<file path="config.mk">
export PLATFORM = sky130hd
export DESIGN_NAME = upsc_fifo
export DESIGN_NICKNAME = d
export VERILOG_FILES = /design/src/upsc_fifo.sv
export SDC_FILE = /design/constraint.sdc
export NUM_CORES = 1
export LEC_CHECK = 0
export BUFFER_PORTS_ARGS = -buffer_cell sky130_fd_sc_hd__buf_4
export CAP_MARGIN = 5
export CELL_PAD_IN_SITES_DETAIL_PLACEMENT = 0
export CELL_PAD_IN_SITES_GLOBAL_PLACEMENT = 1
export CORE_MARGIN = 2
export CORE_UTILIZATION = 39
export CTS_BUF_LIST = sky130_fd_sc_hd__clkbuf_8 sky130_fd_sc_hd__clkbuf_16
export CTS_CLUSTER_DIAMETER = 100
export DETAILED_ROUTE_END_ITERATION = 8
export PLACE_DENSITY_LB_ADDON = 0.1
export RECOVER_POWER = 100
export SLEW_MARGIN = 20
export SYNTH_ARGS = -nofsm -noshare
export SYNTH_HDL_FRONTEND = slang
export SYNTH_SLANG_ARGS = --single-unit
</file>
<file path="constraint.sdc">
create_clock -name clock -period 2 [get_ports clock]
set_input_delay 0.1 -clock clock [delete_from_list [all_inputs] [get_ports clock]]
set_output_delay 0.1 -clock clock [all_outputs]
set_load 0.05 [all_outputs]
</file>
<file path="src/upsc_fifo.sv">
// Small register FIFO used for the command queue and the result queue.
module upsc_fifo #(
   parameter int DEPTH = 2,
   parameter int WIDTH = 8
) (
   input  logic                         clock,
   input  logic                         reset,
   input  logic                         wr_en,
   input  logic [WIDTH-1:0]             wr_data,
   input  logic                         rd_en,
   output logic [WIDTH-1:0]             rd_data,
   output logic                         full,
   output logic                         empty,
   output logic [$clog2(DEPTH+1)-1:0]   count
);

   localparam int PW   = (DEPTH > 1) ? $clog2(DEPTH) : 1;
   localparam int CNTW = $clog2(DEPTH+1);

   logic [WIDTH-1:0] slot_ff [DEPTH];
   logic [PW-1:0]    wr_ptr_ff, wr_ptr_in;
   logic [PW-1:0]    rd_ptr_ff, rd_ptr_in;
   logic [CNTW-1:0]  count_ff, count_in;
   logic             do_wr, do_rd;

   assign full    = (count_ff == CNTW'(DEPTH));
   assign empty   = (count_ff == '0);
   assign count   = count_ff;
   assign do_wr   = wr_en && !full;
   assign do_rd   = rd_en && !empty;
   assign rd_data = slot_ff[rd_ptr_ff];

   always_comb begin
      wr_ptr_in = wr_ptr_ff;
      rd_ptr_in = rd_ptr_ff;
      if (do_wr) begin
         wr_ptr_in = (wr_ptr_ff == PW'(DEPTH-1)) ? '0 : wr_ptr_ff + 1'b1;
      end
      if (do_rd) begin
         rd_ptr_in = (rd_ptr_ff == PW'(DEPTH-1)) ? '0 : rd_ptr_ff + 1'b1;
      end
      unique case ({do_wr, do_rd})
         2'b10:   count_in = count_ff + 1'b1;
         2'b01:   count_in = count_ff - 1'b1;
         default: count_in = count_ff;
      endcase
   end

   always_ff @(posedge clock) begin
      if (reset) begin
         wr_ptr_ff <= '0;
         rd_ptr_ff <= '0;
         count_ff  <= '0;
      end else begin
         wr_ptr_ff <= wr_ptr_in;
         rd_ptr_ff <= rd_ptr_in;
         count_ff  <= count_in;
      end
   end

   always_ff @(posedge clock) begin
      if (do_wr) begin
         slot_ff[wr_ptr_ff] <= wr_data;
      end
   end

endmodule

</file>
==> key figures, run 1 <==
Setup path
  • Req. time, crit path: 1.90 ns
  • Max Fanout on Critical Path: 8
  • Kind of critical path: flop to primary output
  • Setup crit end kind: primary output
  • Worst EP arrival: 1.47 ns
  • Startpoint types: flop

Global route
  • First-pass GRT wire length: ~2.1 mm
  • Gr usage total: 0.119
  • Vias in the first global route: between 400 and 500
  • Grt total ovfl: 0
  • Largest net degree at the start of global routing: 12
  • Initial antenna violation count: 0

Synth
  • Post-synthesis sequential area ratio: 0.727
  • Area leader, netlist: edfxtp_1
  • Post-synth EDFFs: 16
  • FF+latch count, synth: 21
  • Post-Synthesis Cell Area: between 700 and 800 µm²
  • Synthesized instance count: 51
  • Syn Area/Cell: 15.7 µm²
  • List of most frequent post-synthesis cells: edfxtp_1 (16), mux2_2 (8), dfxtp_1 (5)
  • Post-synth net total: 64
  • Post-synth top area share: 0.602
  • Cell with the most instances after synthesis: edfxtp_1
  • Top cells by area, synth: edfxtp_1 (60%), dfxtp_1 (13%), mux2_2 (11%)
  • Top FF cell, synth: edfxtp_1
  • Yosys warns: 0
  • Post-synthesis async set-or-reset flop share: 0
  • Netlist cell types: 17

CTS
  • Clk Latency, worst-skew pair: ~0.25 ns
  • Max clock buf depth: 2
  • H-tree levels: 1
  • Clock transition at path regs: about 0.07 ns
  • Sink Count: 21
  • CTS buffer count: 3
  • Post-CTS setup buffers: 0
  • Hold-fix buffers at CTS: 0
  • Post-CTS sizing: 0
  • Clock Tree Root: clkbuf_8
  • CTS tree: built

Drt
  • WL per Instance: around 11 µm
  • Remaining DRCs: 0
  • Total wire length: 1.17 mm
  • Via density: 4.38
  • Via count: 455
  • Router iterations before antenna repair: 3
  • DRT antenna net count: 0
  • DR iter-0 viols: 3

Floorplan
  • Row count: 16
  • Core area: slightly below 0.002 mm²
  • Die height: approximately 50 µm
  • Die width: ~49 µm
  • I/O pins: 24
  • Starting Density: 0.411
  • Die Area: ~0.0024 mm²

Cells and area
  • # nets final: approximately 90
  • Antenna fix cells: 0
  • Util after Layout: 0.512
  • Layout area overhead: 24.5%
  • Fraction of layout cells with a size suffix above 1: 0.273
  • Fill cell count: 194

Placed design
  • HPWL Detailed: slightly below 900 µm
  • Routability Congestion: roughly 0.7
  • Port Buf Inserts: 23

Pwr
  • Power per cell area: roughly 1600 mW/mm²
  • Maximum VDD drop: slightly above 0.9 mV
  • P_leak: around 0.37 nW

Flow run
  • Max-cap check violation count: 0

STA
  • Max transition margin: 0.600
  • Final Max Tran Viols: 0
  • Worst Tran Pin Value: ~0.6 ns
  • F_max: 637 MHz
  • Unrepaired setup endpoints after global routing: false
  • Tcrit/Tclk final: 0.785
  • Setup TNS: 0 ns
  • Final setup fails: 0
  • Min cycle time layout: approximately 1.6 ns
  • Clock Skew: approximately 0.0021 ns
  • Final Hold Violating Endpoints: 0

Outcome
  • Run status: finished clean

Hold path
  • Worst Hold Class: input pin to flop
==> registers in the layout, summed over array words and instances (netlist names), named ones only <==
| register | count |
|---|---|
| slot_ff | 16 |
| rd_ptr_ff | 1 |
| count | 2 |
| wr_ptr_ff | 1 |
==> critical path: stages, from the launching register on <==
cell	delay (ns)
dfxtp_1	0.53
mux2_2	0.23
clkbuf_1	0.46
==> worst paths after layout <==
check	from	endpoint	slack [ns]	depth (start not counted)
max	flop	rd_data[2]	0.43	2
min	reset	count[1]$_SDFFE_PP0P_	0.04	2
max reg2reg	count[0]$_SDFFE_PP0P_	slot_ff[0][6]$_DFFE_PP_	0.44	4
min reg2reg	wr_ptr_ff$_SDFFE_PP0N_	wr_ptr_ff$_SDFFE_PP0N_	0.51	2
==> cells by family after synthesis <==
kind of cell	Yosys count	share of synthesized area
muxes	8	0.113
xor gates and xnor gates	3	0.0329
DFF	21	0.727
adders and majority gates	1	0.0157
buffers and inverters	4	0.0188
and+or+nand+nor	9	0.0580
AOI/OAI and AO/OA	5	0.0345
==> metal layers <==
layer	vias to the layer above	track usage	part of all wire
met4	0	0.0429	0
li1	237	-	-
met5	-	0	0
met3	0	0.0276	0.052
met1	206	0.143	0.43
met2	12	0.207	0.52
==> per-stage QoR <==
| step | power, mW | instance area (µm²) | hold WS, ns | std cells | setup WS [ns] |
|---|---|---|---|---|---|
| finish | 1.55 | 993 | 0.0443 | 104 | 0.430 |
| global route | 1.65 | 993 | 0.0390 | 104 | 0.308 |
| CTS | 1.66 | 1050 | 0.0290 | 104 | 0.439 |
| detailed placement | 1.40 | 1000 | 0.290 | 100 | 0.453 |
| global placement | 1.40 | 1000 | 0.290 | 100 | 0.481 |
| floorplan | 1.20 | 798 | 0.169 | 51 | 0.0617 |
==> layout by cell type, fill, tap and decap left out, drive strengths merged <==
master   n
o21a     1
a21oi    2
and3     1
mux2     8
nor2     4
xor2     1
inv      4
o21ai    2
nand2b   1
ha       1
dfxtp    5
xnor2    2
or3      2
edfxtp  16
buf      3
nand2    1
clkbuf  23
==> where the power goes <==
group	leakage [nW]	switching, mW	internal, mW
Sequential	0.191	0.0678	0.562
Combinational	0.154	0.489	0.180
Clock	0.0269	0.116	0.136
Total	0.372	0.673	0.878
==> layout make-up <==
class / count / area (µm²) / share of cell area
Sequential cell: 21 / 581 / 0.584
Multi-Input combinational cell: 26 / 203 / 0.204
Timing Repair Buffer: 23 / 120 / 0.121
Clock buffer: 3 / 41.3 / 0.0416
Tap cell: 27 / 33.8 / 0.0340
Inverter: 3 / 11.3 / 0.0113
Clock inverter: 1 / 3.75 / 0.00378
Power figures use the tool's default switching activity.
==> run 2: changes to the inputs <==
- clock period: 2 -> 1.59 ns (I/O delays scaled with it)
==> run 2 against run 1 <==
  * Total power rose by 31%
  * Clock power rose by 30%
  * Via count rose by 6.6%
  * Die area did not move
  * Setup slack got worse by 0.32 ns
  * Global-route usage fell by 1.3 points
  * Sequential power rose by 27%
  * Critical endpoint unchanged
  * Highest routed layer unchanged
==> key figures, run 2 (synthesis results as in run 1) <==
Global route
  • Initial antenna violation count: 0
  • Largest net degree at the start of global routing: 13
  • First-pass GRT wire length: 1.93 mm
  • Grt total ovfl: 0
  • Gr usage total: 0.107
  • Vias in the first global route: 463

Floorplan
  • Starting Density: 0.411
  • Row count: 16
  • Die width: slightly below 50 µm
  • Die Area: between 0.002 and 0.0025 mm²
  • Core area: between 0.0015 and 0.002 mm²
  • Die height: 49.2 µm
  • I/O pins: 24

CTS
  • Sink Count: 21
  • Post-CTS sizing: 0
  • Clk Latency, worst-skew pair: around 0.25 ns
  • CTS tree: built
  • H-tree levels: 1
  • CTS buffer count: 3
  • Clock transition at path regs: around 0.07 ns
  • Hold-fix buffers at CTS: 0
  • Max clock buf depth: 2
  • Clock Tree Root: clkbuf_8
  • Post-CTS setup buffers: 0

Placed design
  • Placed cell count: 100
  • Routability Congestion: around 0.7
  • HPWL Detailed: ~870 µm
  • Port Buf Inserts: 23

Drt
  • Via density: between 4 and 5
  • WL per Instance: between 10 and 15 µm
  • Remaining DRCs: 0
  • DR iter-0 viols: 4
  • DRT antenna net count: 0
  • Via count: 485
  • Router iterations before antenna repair: 2
  • Total wire length: 1.23 mm

Cells and area
  • Util after Layout: 0.544
  • Most common cell after layout, fill and taps aside: edfxtp_1
  • # nets final: 93
  • Max reg flops: 16
  • Largest Register: slot_ff
  • Fraction of layout cells with a size suffix above 1: 0.430
  • Antenna fix cells: 0
  • Layout Cells excl Fill: ~110
  • Layout area overhead: 32.3%
  • Most frequent cells in the layout: edfxtp_1 (16), clkbuf_4 (15), mux2_2 (8)

Pwr
  • Power per cell area: 1930 mW/mm²
  • Internal power: between 1 and 1.5 mW
  • Clock share of power: 0.160
  • P_leak: about 0.41 nW
  • Switching pwr: approximately 0.86 mW
  • Sequential Power Share: 0.392
  • Total Power: between 2 and 2.5 mW
  • Logic pwr share: 0.447
  • Maximum VDD drop: 1.21 mV
  • Sw Ratio: 0.423

Hold path
  • Worst Hold Class: input pin to flop

STA
  • Tcrit/Tclk final: 0.929
  • F_max: 677 MHz
  • Worst Tran Pin Value: ~0.59 ns
  • Final setup fails: 0
  • Min cycle time layout: between 1 and 1.5 ns
  • Max transition margin: 0.607
  • Hold WS: between 0.01 and 0.015 ns
  • Setup TNS: 0 ns
  • Unrepaired setup endpoints after global routing: false
  • Final Max Tran Viols: 0
  • Clock Skew: around 0.0029 ns
  • Final Hold Violating Endpoints: 0

Setup path
  • Req. time, crit path: between 1.5 and 2 ns
  • Kind of critical path: flop to primary output
  • Max Fanout on Critical Path: 8
  • Startpoint types: flop
  • Worst EP arrival: about 1.4 ns
  • Setup crit end kind: primary output

Outcome
  • Run status: finished clean

Flow run
  • Max-cap check violation count: 0
==> run 2: worst max-delay path, stage by stage (launching register included) <==
cell      delay [ns]
dfxtp_1         0.55
mux2_2          0.39
clkbuf_4        0.21
==> run 2: cell type report <==
cell class | instances | area [µm²]
Clock buffer | 3 | 41.3
Clock inverter | 1 | 5.00
Fill cell | 179 | 886
Inverter | 3 | 11.3
Multi-Input combinational cell | 26 | 203
Sequential cell | 21 | 584
Tap cell | 27 | 33.8
Timing Repair Buffer | 25 | 178
==> run 2: power by group through the flow <==
| stage | Sequential (mW) | Clock (mW) | Combinational, mW |
|---|---|---|---|
| after global placement | 0.815 | 0 | 0.972 |
| after global routing | 0.820 | 0.360 | 0.968 |
| after detailed placement | 0.819 | 0 | 0.971 |
| after CTS | 0.807 | 0.347 | 0.974 |
| final | 0.800 | 0.327 | 0.913 |
| after floorplan | 0.861 | 0 | 0.662 |
==> run 2: layer usage <==
metal	vias to the layer above	global-route usage	wire length [µm]
li1	239	-	-
met1	233	0.114	536
met2	13	0.198	633
met3	0	0.0337	63
met4	0	0.0286	0
met5	-	0	0
==> run 2: stage by stage <==
stage               instance area, µm²  setup slack [ns]
floorplan                          803            0.0586
global placement                  1010             0.174
detailed placement                1010             0.142
CTS                               1050             0.102
global route                      1060            0.0272
finish                            1060             0.113
==> run 2: path summary, 6_finish.rpt <==
check                         startpoint                     end  slack [ns]  cells past startpoint
hold / removal                     reset   count[0]$_SDFFE_PP0P_        0.01                      2
hold reg to reg   wr_ptr_ff$_SDFFE_PP0N_  wr_ptr_ff$_SDFFE_PP0N_        0.49                      2
setup / recovery                    flop              rd_data[2]        0.11                      2
setup reg to reg   count[1]$_SDFFE_PP0P_   count[1]$_SDFFE_PP0P_        0.12                      4
==> run 3: changes to the inputs <==
- CORE_MARGIN: 2 -> default
- SLEW_MARGIN: 20 -> default
==> run 3 against run 2 <==
  * Hold slack worse by 0.00098 ns
  * Die area down 8.0%
  * Total power up 0.30%
  * Register-to-register slack about the same
  * Critical path type unchanged
==> key figures, run 3 (synthesis results as in run 1) <==
Setup path
  • Worst EP arrival: roughly 1.4 ns
  • Kind of critical path: flop to primary output
  • Max Fanout on Critical Path: 8
  • Req. time, crit path: 1.51 ns
  • Startpoint types: flop
  • Setup crit end kind: primary output

Floorplan
  • Row count: 16
  • Starting Density: 0.411
  • Die width: 47.2 µm
  • Die height: ~47 µm
  • Core area: 0.00194 mm²
  • Die Area: 0.00223 mm²
  • I/O pins: 24

Drt
  • DR iter-0 viols: 10
  • Via density: 4.60
  • DRT antenna net count: 0
  • WL per Instance: between 10 and 15 µm
  • Total wire length: roughly 1.2 mm
  • Via count: 506
  • Router iterations before antenna repair: 4
  • Remaining DRCs: 0

Pwr
  • Maximum VDD drop: 1.16 mV
  • Logic pwr share: 0.449
  • Switching pwr: between 0.8 and 0.9 mW
  • P_leak: roughly 0.43 nW
  • Sw Ratio: 0.424
  • Power per cell area: approximately 1900 mW/mm²
  • Sequential Power Share: 0.391
  • Internal power: roughly 1.2 mW
  • Clock share of power: 0.161

CTS
  • CTS tree: built
  • CTS buffer count: 3
  • Post-CTS setup buffers: 0
  • Hold-fix buffers at CTS: 0
  • Max clock buf depth: 2
  • H-tree levels: 1
  • Clock Tree Root: clkbuf_8
  • Clock transition at path regs: approximately 0.070 ns
  • Sink Count: 21
  • Clk Latency, worst-skew pair: ~0.25 ns
  • Post-CTS sizing: 0

Hold path
  • Worst Hold Class: input pin to flop

Placed design
  • Pre-CTS setup slack: between 0.1 and 0.15 ns
  • HPWL Detailed: about 890 µm
  • Port Buf Inserts: 23
  • Routability Congestion: 0.677

Global route
  • Initial antenna violation count: 0
  • First-pass GRT wire length: 1.72 mm
  • Largest net degree at the start of global routing: 12
  • Gr usage total: 0.121
  • Grt total ovfl: 0
  • Vias in the first global route: ~420

STA
  • Unrepaired setup endpoints after global routing: false
  • Clock Skew: 0.00254 ns
  • F_max: around 680 MHz
  • Final Hold Violating Endpoints: 0
  • Final Max Tran Viols: 0
  • Tcrit/Tclk final: 0.928
  • Final setup margin: between 0.1 and 0.15 ns
  • Final setup fails: 0
  • Min cycle time layout: between 1 and 1.5 ns
  • Max transition margin: 0.598
  • Setup TNS: 0 ns
  • Hold WS: 0.0122 ns
  • Worst Tran Pin Value: slightly above 0.6 ns

Cells and area
  • # nets final: just under 100
  • Multi-input logic area: between 200 and 250 µm²
  • Fraction of layout cells with a size suffix above 1: 0.398
  • Max reg flops: 16
  • Fill cell count: between 150 and 200
  • Register Area: 584 µm²
  • Most frequent cells in the layout: clkbuf_4 (16), edfxtp_1 (16), mux2_2 (8), dlygate4sd3_1 (6)
  • Largest Register: slot_ff
  • Layout area overhead: 37.1%
  • Antenna fix cells: 0

Outcome
  • Run status: finished clean

Flow run
  • Max-cap check violation count: 0
[run 3: changes by cell type in the layout (fill, tap and decap cells not counted), sizes merged]
cell | before | now
buf | 4 | 3
clkbuf | 22 | 23
clkinv | 1 | 0
dlygate4sd3 | 2 | 6
inv | 3 | 4
[run 3: power by group through the flow]
stage                     Clock, mW  Combinational (mW)  Sequential (mW)
after floorplan                   0               0.662            0.861
after global placement            0               0.970            0.814
after detailed placement          0               0.972            0.818
after CTS                     0.337               0.977            0.805
after global routing          0.364               0.982            0.818
final                         0.329               0.918            0.799
[run 3: per-layer routing]
layer  vias up  global-route usage  part of all wire
li1        250                   -                 -
met1       241               0.135              0.41
met2        15               0.197              0.56
met3         0              0.0462             0.035
met4         0              0.0686                 0
met5         -                   0                 0
[run 3: stage by stage]
| step | cells | util | area [µm²] | total power [mW] |
|---|---|---|---|---|
| floorplan | 51 | - | 803 | 1.52 |
| global placement | 100 | 0.518 | 1010 | 1.78 |
| detailed placement | 100 | 0.518 | 1010 | 1.79 |
| CTS | 104 | 0.541 | 1050 | 2.12 |
| global route | 110 | 0.564 | 1090 | 2.16 |
| finish | 110 | 0.564 | 1090 | 2.05 |
[run 3: cell type report]
| cell class | instances | share of cell area |
|---|---|---|
| clock buffers | 3 | 0.0377 |
| inverters | 3 | 0.0103 |
| clock inverters | 1 | 0.00343 |
| flip-flops and latches | 21 | 0.534 |
| multi-input cells | 26 | 0.185 |
| well taps | 27 | 0.0309 |
| repair buffers | 29 | 0.199 |
[run 3: worst paths after layout]
path | start | cells after the start | endpoint | slack (ns)
worst max-delay path | flop | 2 | rd_data[2] | 0.11
worst min-delay path | reset | 2 | count[0]$_SDFFE_PP0P_ | 0.01
worst max register to register | count[1]$_SDFFE_PP0P_ | 4 | count[1]$_SDFFE_PP0P_ | 0.12
worst min register to register | wr_ptr_ff$_SDFFE_PP0N_ | 2 | wr_ptr_ff$_SDFFE_PP0N_ | 0.48
[run 3: worst max-delay path: stages, from the launching register on]
cell and delay [ns]:
dfxtp_1 0.55, mux2_2 0.39, clkbuf_4 0.21
