--- src/upsc_pkg.sv ---
// Shared types and constants for the integer pixel upscaler.
package upsc_pkg;

   typedef struct packed {
      logic       req_type;
      logic [7:0] blue_in;
      logic [7:0] green_in;
      logic [7:0] red_in;
   } req_item_type;

   typedef struct packed {
      logic [1:0] out_kind;
      logic [7:0] blue_out;
      logic [7:0] green_out;
      logic [7:0] red_out;
      logic       end_of_row;
      logic       end_of_frame;
   } rsp_item_type;

   // request codes
   localparam logic REQ_PUSH = 1'b0;
   localparam logic REQ_PULL = 1'b1;

   // result kinds
   localparam logic [1:0] KIND_PIXEL = 2'd0;
   localparam logic [1:0] KIND_PAD   = 2'd1;
   localparam logic [1:0] KIND_ERROR = 2'd2;

   // commands from the front to the back
   typedef enum logic [1:0] {
      CMD_WRITE,
      CMD_PIXEL,
      CMD_PAD,
      CMD_ERROR
   } cmd_op_type;

   // enough for the widest line store
   localparam int ADDR_BITS = 13;

   typedef struct packed {
      cmd_op_type           op;
      logic [ADDR_BITS-1:0] addr;
      logic [23:0]          pixel;
      logic                 last;
      logic                 eof;
   } cmd_type;

   typedef struct packed {
      logic [6:0]  scale_factor;
      logic [10:0] image_width;
      logic [12:0] image_height;
   } cfg_type;

   // register map (word index)
   localparam int         PADDR_BITS = 4;
   localparam logic [1:0] CSR_SCALE  = 2'd0;
   localparam logic [1:0] CSR_WIDTH  = 2'd1;
   localparam logic [1:0] CSR_HEIGHT = 2'd2;

   localparam logic [6:0]  SCALE_RESET  = 7'd1;
   localparam logic [10:0] WIDTH_RESET  = 11'd1;
   localparam logic [12:0] HEIGHT_RESET = 13'd1;

endpackage

--- src/upsc_front.sv ---
// Front end: classifies items, tracks fill and drain counters, issues commands.
module upsc_front #(
   parameter int MAX_WIDTH  = 1024,
   parameter int MAX_HEIGHT = 4096,
   parameter int MAX_SCALE  = 100
) (
   input  logic                  clock,
   input  logic                  reset,
   input  logic                  item_en,
   input  upsc_pkg::req_item_type req_item,
   input  upsc_pkg::cfg_type     cfg,
   output logic                  cmd_valid,
   output upsc_pkg::cmd_type     cmd
);

   localparam int CW = ($clog2(MAX_WIDTH+1)  < 2) ? 2 : $clog2(MAX_WIDTH+1);
   localparam int SW = ($clog2(MAX_SCALE+1)  < 2) ? 2 : $clog2(MAX_SCALE+1);
   localparam int RW = ($clog2(MAX_HEIGHT+1) < 2) ? 2 : $clog2(MAX_HEIGHT+1);

   logic [SW-1:0] s_eff;
   logic [CW-1:0] w_eff;
   logic [RW-1:0] h_eff;
   logic [3:0]    pad_prod;
   logic [1:0]    pads;

   logic          row_ready_ff, row_ready_in;
   logic [CW-1:0] fill_ff, fill_in;
   logic [CW-1:0] drain_ff, drain_in;
   logic [SW-1:0] copy_ff, copy_in;
   logic [SW-1:0] repeat_ff, repeat_in;
   logic [1:0]    pad_ff, pad_in;
   logic [RW-1:0] rows_ff, rows_in;

   logic [CW-1:0] fill_next, drain_next;
   logic [SW-1:0] copy_next, repeat_next;
   logic [1:0]    pad_next;
   logic [RW-1:0] rows_next;
   logic          last;

   // out-of-range register values act as 1 or as the maximum
   always_comb begin
      if (cfg.scale_factor == '0) begin
         s_eff = SW'(1);
      end else if (32'(cfg.scale_factor) > 32'(MAX_SCALE)) begin
         s_eff = SW'(MAX_SCALE);
      end else begin
         s_eff = SW'(cfg.scale_factor);
      end
      if (cfg.image_width == '0) begin
         w_eff = CW'(1);
      end else if (32'(cfg.image_width) > 32'(MAX_WIDTH)) begin
         w_eff = CW'(MAX_WIDTH);
      end else begin
         w_eff = CW'(cfg.image_width);
      end
      if (cfg.image_height == '0) begin
         h_eff = RW'(1);
      end else if (32'(cfg.image_height) > 32'(MAX_HEIGHT)) begin
         h_eff = RW'(MAX_HEIGHT);
      end else begin
         h_eff = RW'(cfg.image_height);
      end
   end

   // row byte count mod 4 only needs the low bits of width and scale
   assign pad_prod = {2'b00, w_eff[1:0]} * {2'b00, s_eff[1:0]};
   assign pads     = pad_prod[1:0];

   always_comb begin
      row_ready_in = row_ready_ff;
      fill_in      = fill_ff;
      drain_in     = drain_ff;
      copy_in      = copy_ff;
      repeat_in    = repeat_ff;
      pad_in       = pad_ff;
      rows_in      = rows_ff;
      cmd_valid    = 1'b0;
      cmd.op       = upsc_pkg::CMD_WRITE;
      cmd.addr     = upsc_pkg::ADDR_BITS'(fill_ff);
      cmd.pixel    = {req_item.red_in, req_item.green_in, req_item.blue_in};
      cmd.last     = 1'b0;
      cmd.eof      = 1'b0;
      fill_next    = fill_ff + 1'b1;
      copy_next    = copy_ff + 1'b1;
      pad_next     = pad_ff + 1'b1;
      repeat_next  = repeat_ff + 1'b1;
      rows_next    = rows_ff + 1'b1;
      drain_next   = drain_ff;
      last         = 1'b0;

      if (item_en) begin
         if (req_item.req_type == upsc_pkg::REQ_PUSH) begin
            cmd_valid = 1'b1;
            if (row_ready_ff) begin
               // row still draining: drop the pixel
               cmd.op = upsc_pkg::CMD_ERROR;
            end else if (fill_next >= w_eff) begin
               fill_in      = '0;
               row_ready_in = 1'b1;
            end else begin
               fill_in = fill_next;
            end
         end else if (row_ready_ff) begin
            cmd_valid = 1'b1;
            if (drain_ff < w_eff) begin
               cmd.op   = upsc_pkg::CMD_PIXEL;
               cmd.addr = upsc_pkg::ADDR_BITS'(drain_ff);
               if (copy_next >= s_eff) begin
                  copy_in    = '0;
                  drain_next = drain_ff + 1'b1;
               end else begin
                  copy_in = copy_next;
               end
               drain_in = drain_next;
               last     = (drain_next >= w_eff) && (pads == 2'd0);
            end else begin
               cmd.op = upsc_pkg::CMD_PAD;
               pad_in = pad_next;
               last   = (pad_next >= pads);
            end

            if (last) begin
               drain_in = '0;
               copy_in  = '0;
               pad_in   = '0;
               if (repeat_next >= s_eff) begin
                  repeat_in    = '0;
                  row_ready_in = 1'b0;
                  if (rows_next >= h_eff) begin
                     cmd.eof = 1'b1;
                     rows_in = '0;
                  end else begin
                     rows_in = rows_next;
                  end
               end else begin
                  repeat_in = repeat_next;
               end
            end
            cmd.last = last;
         end
      end
   end

   always_ff @(posedge clock) begin
      if (reset) begin
         row_ready_ff <= 1'b0;
         fill_ff      <= '0;
         drain_ff     <= '0;
         copy_ff      <= '0;
         repeat_ff    <= '0;
         pad_ff       <= '0;
         rows_ff      <= '0;
      end else begin
         row_ready_ff <= row_ready_in;
         fill_ff      <= fill_in;
         drain_ff     <= drain_in;
         copy_ff      <= copy_in;
         repeat_ff    <= repeat_in;
         pad_ff       <= pad_in;
         rows_ff      <= rows_in;
      end
   end

endmodule

--- config.mk ---
export PLATFORM = sky130hd
export DESIGN_NAME = upsc_front
export DESIGN_NICKNAME = d
export VERILOG_FILES = /design/src/upsc_pkg.sv /design/src/upsc_front.sv
export SDC_FILE = /design/constraint.sdc
export NUM_CORES = 1
export LEC_CHECK = 0
export BUFFER_PORTS_ARGS = -buffer_cell sky130_fd_sc_hd__buf_4
export CAP_MARGIN = 15
export CORE_MARGIN = 8
export CORE_UTILIZATION = 61
export DETAILED_ROUTE_END_ITERATION = 10
export GPL_TIMING_DRIVEN = 0
export PLACE_DENSITY = 0.95
export SLEW_MARGIN = 20
export SYNTH_ARGS = -nofsm -noshare
export SYNTH_HDL_FRONTEND = slang
export SYNTH_SLANG_ARGS = --single-unit
--- constraint.sdc ---
create_clock -name clock -period 14.45 [get_ports clock]
set_input_delay 2.89 -clock clock [delete_from_list [all_inputs] [get_ports clock]]
set_output_delay 2.89 -clock clock [all_outputs]
set_load 0.1 [all_outputs]
==> results of run 1 <==
## cell families (layout without fill, tap and decap cells)
group           Yosys count  after routing  share of synthesized area (%)
mux                      13             13                           2.92
simple gates            242            242                           25.1
other cells               1              2                         0.0760
flops                    52             52                           21.1
fa+ha+maj                66             66                           16.7
compound gates          142            142                           18.6
xor+xnor                 41             41                           7.28
buf+inv                  79            161                           8.12
## placed cells by master (no fill, tap or decap), drive strengths merged, types with 3 or more instances in the layout
master / instances
o21ai: 41
a32oi: 3
a31oi: 4
a22o: 5
clkbuf: 22
nand2: 70
inv: 32
dfxtp: 52
xor2: 19
ha: 66
a32o: 5
a21o: 4
buf: 105
nor4b: 8
nor2b: 6
or3: 3
a311oi: 3
nand4: 9
nand3: 34
nand3b: 4
xnor2: 22
nor2: 42
or4: 6
a211oi: 4
o32ai: 7
nor4: 10
a21boi: 3
nand2b: 9
a21oi: 43
and3: 16
mux2: 11
nor3: 16
## power by group through the flow
| stage | combinational [mW] | sequential [mW] | clock (mW) |
|---|---|---|---|
| 3_5_place_dp | 0.0879 | 0.147 | 0 |
| 5_1_grt | 0.0946 | 0.144 | 0.0949 |
| 4_1_cts | 0.0883 | 0.144 | 0.0896 |
| 3_3_place_gp | 0.0852 | 0.147 | 0 |
| 2_1_floorplan | 0.0635 | 0.147 | 0 |
| 6_report | 0.0889 | 0.144 | 0.0891 |
## metal layers
layer / track usage, % / vias to the layer above
met2: 42.3 / 239
met4: 11.3 / 0
met3: 6.17 / 47
li1: - / 2453
met5: 0 / -
met1: 25.2 / 2386
## flip-flops by register name, indices dropped and copies added, names as in the netlist
name and count:
fill_ff 11, copy_ff 7, row_ready_ff 1, repeat_ff 7, pad_ff 2, rows_ff 13
drain_ff 11
## how the worst min path moves through the flow
stage | startpoint | to | slack [ps] | cells after the start
floorplan | rows_ff[12] | rows_ff[12] | 440 | 2
global placement | rows_ff[12] | rows_ff[12] | 460 | 2
detailed placement | rows_ff[12] | rows_ff[12] | 470 | 2
CTS | rows_ff[12] | rows_ff[12] | 490 | 2
global route | rows_ff[12] | rows_ff[12] | 510 | 2
finish | rows_ff[10] | rows_ff[10] | 490 | 2
## cell usage after synthesis (all sizes together), types with 10 or more instances
cell type  instances
nand2             70
o21ai             41
mux2              11
dfxtp             52
nand3             34
a21oi             43
and3              16
clkbuf            17
ha                66
xnor2             22
nor2              42
xor2              19
nor4              10
nor3              16
buf               31
inv               31
## worst min-delay path, stage by stage, from the launching register on
cell	delay [ps]
dfxtp_1	340
nand2_1	60
a21oi_1	50
## area by class of cell
cell class	instances	share of cell area, %
clock buffers	5	1.20
well taps	105	2.30
plain buffers	48	4.97
flip-flops and latches	52	18.2
inverters	31	2.04
clock inverters	3	0.372
repair buffers	74	9.72
multi-input cells	506	61.2
==> impl_metrics.ini, run 1 <==
[synth]
synthFlopType = dfxtp_1
yosysWarnings = 0
synth_seq_cells = 52
synthDominantCellAreaShare_pct = 21.1
synth_area_per_cell_um2 = 7.76
yosysSeqAreaShare_pct = 21.1
synth_edf_count = 0
netlist_area_um2 = 4930
yosys.area.top_type = dfxtp_1
synthCells = 636
synth_cell_types = 64
async_flop_share_pct = 0
yosys-top-cells-area = dfxtp_1, ha_1, nand2_1

[cts]
cts.sinks = 52
clockRootBuffer = clkbuf_8
postCtsSetupRepairBufs = 0
ctsHoldBuffers = 0
htreeDepth = 2
clk_path_buf_depth = 2
clkTransAtPathRegs_ps = 100
clock_latency_ps = 330
cts-resized-gates = 0
cts_buffers = 5
cts_tree = built

[route]
ant_nets = 0
drtIter0Drc = 338
routed-wl-met2_um = 6920
wl_um = 13900
vias = 5125
drc = 0
wl_per_cell_um = 16.8
wl_met3_um = 1120
routed.top_layer = met4
dr.pass1.iters = 5
via_per_inst = 6.22
wl_met1_um = 5310

[floorplanning]
fp.coreArea_um2 = 8010
die_area_um2 = 11200
rows = 33
ioPinCount = 101
die-width_um = 106
start_util_pct = 61.6
die_h_um = 106

[job]
drv_cap = 0

[setup_path]
r2r_end = rows_ff[8]
critPathLaunch = cfg[24]
r2r_start = copy_ff[0]
critPathCaptureType = output pin
cp_max_fo = 10
max_stage_delay_ps = 420
cp_num_cells = 19
required_ps = 11560
cpLargestDelayFamily = compound AO/OA/AOI/OAI gates
worstSetupStartpointType = input port
crit_slowest_cell = a2111o_1
path_cells = buf_4 > nor4b_1 > a211oi_2 > inv_1 > ha_1 > nand2b_1 > a211oi_1 > o21ai_1 > nand4_1 > o31a_1 > or2_1 > ha_1 > a2111o_1 > a221oi_1 > nor4_4 > o2111ai_1 > clkbuf_1 > nor2_1 > buf_4
worstSetupPathType = in2out
reg2reg_depth = 18
critPathBufInv = 4
regToRegSetupSlack_ps = 9230
cp-endpoint = cmd[0]
arrival_ps = 7630

[power]
p_leak_nw = 2.61
clockPowerShare_pct = 27.7
finalPower_mw = 0.322
vdd_drop_max_v = 0.0000409
combPwrFrac_pct = 27.6
p_int_mw = 0.206
p_per_area_nw_per_um2 = 56.4
p_sw_mw = 0.116
sw_frac_of_total_pct = 36.1
pwr-share-seq_pct = 44.7

[finish]
layout.cells.non_filler = 824
seqCellArea_um2 = 1040
drive_above_1_share_pct = 17.7
fill_cells = 632
multiInputGateArea_um2 = 3490
num-nets-final = 843
stdcell_area_um2 = 5710
utilization_pct = 71.3
synthToLayoutAreaGrowth_pct = 15.8
insertedDiodeCount = 0

[global_route]
grt_pass1_wl_um = 22600
grt_start_max_net_pins = 18
grt-ovfl-total = 0
grt_pass1_vias = 5038
track_usage_pct = 23.6
antenna_found_initial = 0

[placement]
dp.cells = 816
place_area_um2 = 5620
dpl.hpwl_um = 11100
io_buffer_count = 74
gp_congestion = 0.970
pre_cts_slack_ps = 3930

[timing]
tns_ps = 0
max_slew_margin_pct = 62.1
period_share_pct = 72.8
report.final.slew_viol_count = 0
min_period_ps = 10520
setup-violations-final = 0
timing.hold.ws_ps = 488
worst_slew_pin_slew_ps = 568
timing.final.hold_violations = 0
finalWorstSetupSlack_ps = 3930
rsz0062_at_grt = false
clock_skew_ps = 12.8
clock.fmax_mhz = 95.0

[hold_path]
min_path_type = reg2reg

[status]
status = finished, final reports clean
Power figures use the tool's default switching activity.
==> run 2: changes to the inputs <==
--- a/config.mk
+++ b/config.mk
@@ -5,13 +5,14 @@
 export SDC_FILE = /design/constraint.sdc
 export NUM_CORES = 1
 export LEC_CHECK = 0
+export ABC_AREA = 1
 export BUFFER_PORTS_ARGS = -buffer_cell sky130_fd_sc_hd__buf_4
 export CAP_MARGIN = 15
 export CORE_MARGIN = 8
-export CORE_UTILIZATION = 61
+export CORE_UTILIZATION = 57
 export DETAILED_ROUTE_END_ITERATION = 10
 export GPL_TIMING_DRIVEN = 0
-export PLACE_DENSITY = 0.95
+export PLACE_DENSITY = 0.92
 export SLEW_MARGIN = 20
 export SYNTH_ARGS = -nofsm -noshare
 export SYNTH_HDL_FRONTEND = slang
==> constraint.sdc (replaced) <==
create_clock -name clock -period 10.1 [get_ports clock]
set_input_delay 2.02 -clock clock [delete_from_list [all_inputs] [get_ports clock]]
set_output_delay 2.02 -clock clock [all_outputs]
set_load 0.1 [all_outputs]
==> impl_metrics.ini, run 2 <==
[status]
status = finished, final reports clean

[placement]
dpl.hpwl_um = 10700
pre_cts_slack_ps = 2280
gp_congestion = 0.969
io_buffer_count = 74

[cts]
clockRootBuffer = clkbuf_8
clkTransAtPathRegs_ps = 80
clock_latency_ps = 310
postCtsSetupRepairBufs = 0
clk_path_buf_depth = 2
htreeDepth = 2
cts_buffers = 5
cts_tree = built
cts.sinks = 52
cts-resized-gates = 0
ctsHoldBuffers = 0

[timing]
max_slew_margin_pct = 59.8
clock.fmax_mhz = 126
tns_ps = 0
min_period_ps = 7930
setup-violations-final = 0
clock_skew_ps = 12.3
timing.hold.ws_ps = 488
period_share_pct = 78.5
worst_slew_pin_slew_ps = 602
report.final.slew_viol_count = 0
timing.final.hold_violations = 0
rsz0062_at_grt = false
finalWorstSetupSlack_ps = 2170

[floorplanning]
fp.coreArea_um2 = 8720
die_h_um = 111
rows = 34
start_util_pct = 58.8
ioPinCount = 101
die_area_um2 = 12300
die-width_um = 111

[power]
p_per_area_nw_per_um2 = 83.5
p_sw_mw = 0.163
clockPowerShare_pct = 31.6
p_int_mw = 0.334
p_leak_nw = 3.14
finalPower_mw = 0.497
pwr-share-seq_pct = 41.6
sw_frac_of_total_pct = 32.8
combPwrFrac_pct = 26.9
vdd_drop_max_v = 0.0000634

[finish]
top_regs = rows_ff x13, drain_ff x11, fill_ff x11
top_register = rows_ff
utilization_pct = 68.2
num-nets-final = 1007
synthToLayoutAreaGrowth_pct = 16.0
final_common_cell = nand2_1
largest_reg_flops = 13
drive_above_1_share_pct = 14.8
mostFrequentLayoutCells = nand2_1, inv_1, buf_4
insertedDiodeCount = 0

[global_route]
grt_start_max_net_pins = 16
grt-ovfl-total = 0
track_usage_pct = 20.8
antenna_found_initial = 0
grt_pass1_wl_um = 22300
grt_pass1_vias = 5007

[setup_path]
required_ps = 8080
worstSetupStartpointType = input port
cpMostUsedCell = nand4_1
cpLargestDelayFamily = simple AND/OR/NAND/NOR gates
r2r_end = repeat_ff[1]
crit_slowest_cell = buf_4
r2r_start = copy_ff[0]
arrival_ps = 5910
critPathBufInv = 5
regToRegSetupSlack_ps = 5780
reg2reg_depth = 23
critPathCaptureType = output pin
cp_max_fo = 10
critPathLaunch = cfg[24]
max_stage_delay_ps = 320
worstSetupPathType = in2out
path_cells = buf_4 > o21ai_0 > nand2_1 > a21oi_1 > ha_1 > a21oi_1 > o21ai_0 > nand4_1 > nand3_1 > clkbuf_1 > o21ai_0 > inv_1 > ha_1 > nand2_1 > nor2_1 > nand4_1 > nand4_1 > nand4_1 > nand2_2 > nand3_4 > buf_6 > a31oi_1 > buf_4

[synth]
synthDominantCellAreaShare_pct = 20.3
netlist_area_um2 = 5130
synth_common_cells = nand2_1, inv_1, nor2_1
synthFlopType = dfxtp_1
yosys.area.top_type = dfxtp_1
synth_cell_types = 37
yosys-top-cells-area = dfxtp_1, ha_1, nand2_1
yosysWarnings = 0
synthCells = 800
yosysMostFrequentCell = nand2_1
synth_edf_count = 0
synth_seq_cells = 52
synth_area_per_cell_um2 = 6.41
yosysSeqAreaShare_pct = 20.3
async_flop_share_pct = 0

[hold_path]
min_from = fill_ff[7]
min_path_type = reg2reg
worstHoldEndpoint = fill_ff[7]
whs_path_depth = 2

[route]
via_per_inst = 5.29
drtIter0Drc = 312
wl_um = 13000
vias = 5242
drc = 0
ant_nets = 0
wl_per_cell_um = 13.2
dr.pass1.iters = 5

[job]
drv_cap = 0
## run 2: changes by cell type in the layout (fill, tap and decap cells not counted), moves of 18 or more
cell,previous run,this run
inv_1,30,109
nand2_1,70,187
a21oi_1,43,62
nor2_1,42,99
o21ai_0,24,42
xnor2_1,22,2
## run 2: final cells by class
type	count	area [um2]
repair buffers	74	556
clock buffers	7	96.3
well taps	108	135
fillers	780	2770
inverters	109	409
multi-input cells	595	3360
clock inverters	1	30.0
plain buffers	45	320
flip-flops and latches	52	1040
## run 2: cells by family (layout without fill, tap and decap cells)
family	count (synthesis)	after routing	synth area share, %
other cells	1	2	0.0731
fa+ha+maj	66	66	16.1
compound gates	116	116	12.1
xor+xnor	33	33	5.64
simple gates	378	378	31.6
flops	52	52	20.3
buf+inv	154	236	14.2
## run 2: power by group through the flow
stage	Clock (mW)	Combinational, mW	Sequential, mW
after floorplan	0	0.0985	0.211
after global placement	0	0.131	0.211
after detailed placement	0	0.133	0.211
after CTS	0.160	0.133	0.206
after global routing	0.169	0.144	0.207
final	0.157	0.133	0.206
## run 2: through the flow
step / cells / cell area (um2)
2_1_floorplan: 801 / 5130
3_3_place_gp: 983 / 5820
3_5_place_dp: 983 / 5820
4_1_cts: 991 / 5950
5_1_grt: 991 / 5950
6_report: 991 / 5950
## run 2: how the worst max path moves through the flow
stage	endpoint	slack (ps)	cells past startpoint
after CTS	cmd[0]	2280	23
after detailed placement	cmd[0]	2280	23
after floorplan	cmd[0]	1880	22
final	cmd[0]	2170	23
after global placement	cmd[0]	2320	23
after global routing	cmd[0]	1880	23
## run 2: per-layer routing
layer,track usage [%],share of wire (%)
met1,26.3,46
met3,3.79,6.8
met4,6.31,1.9
met5,0,0
met2,34.6,46
## run 2: tightest hold or removal path: stages, from the launching register on
cell and delay (ps):
dfxtp_1 330, nand2_1 60, a21oi_1 60
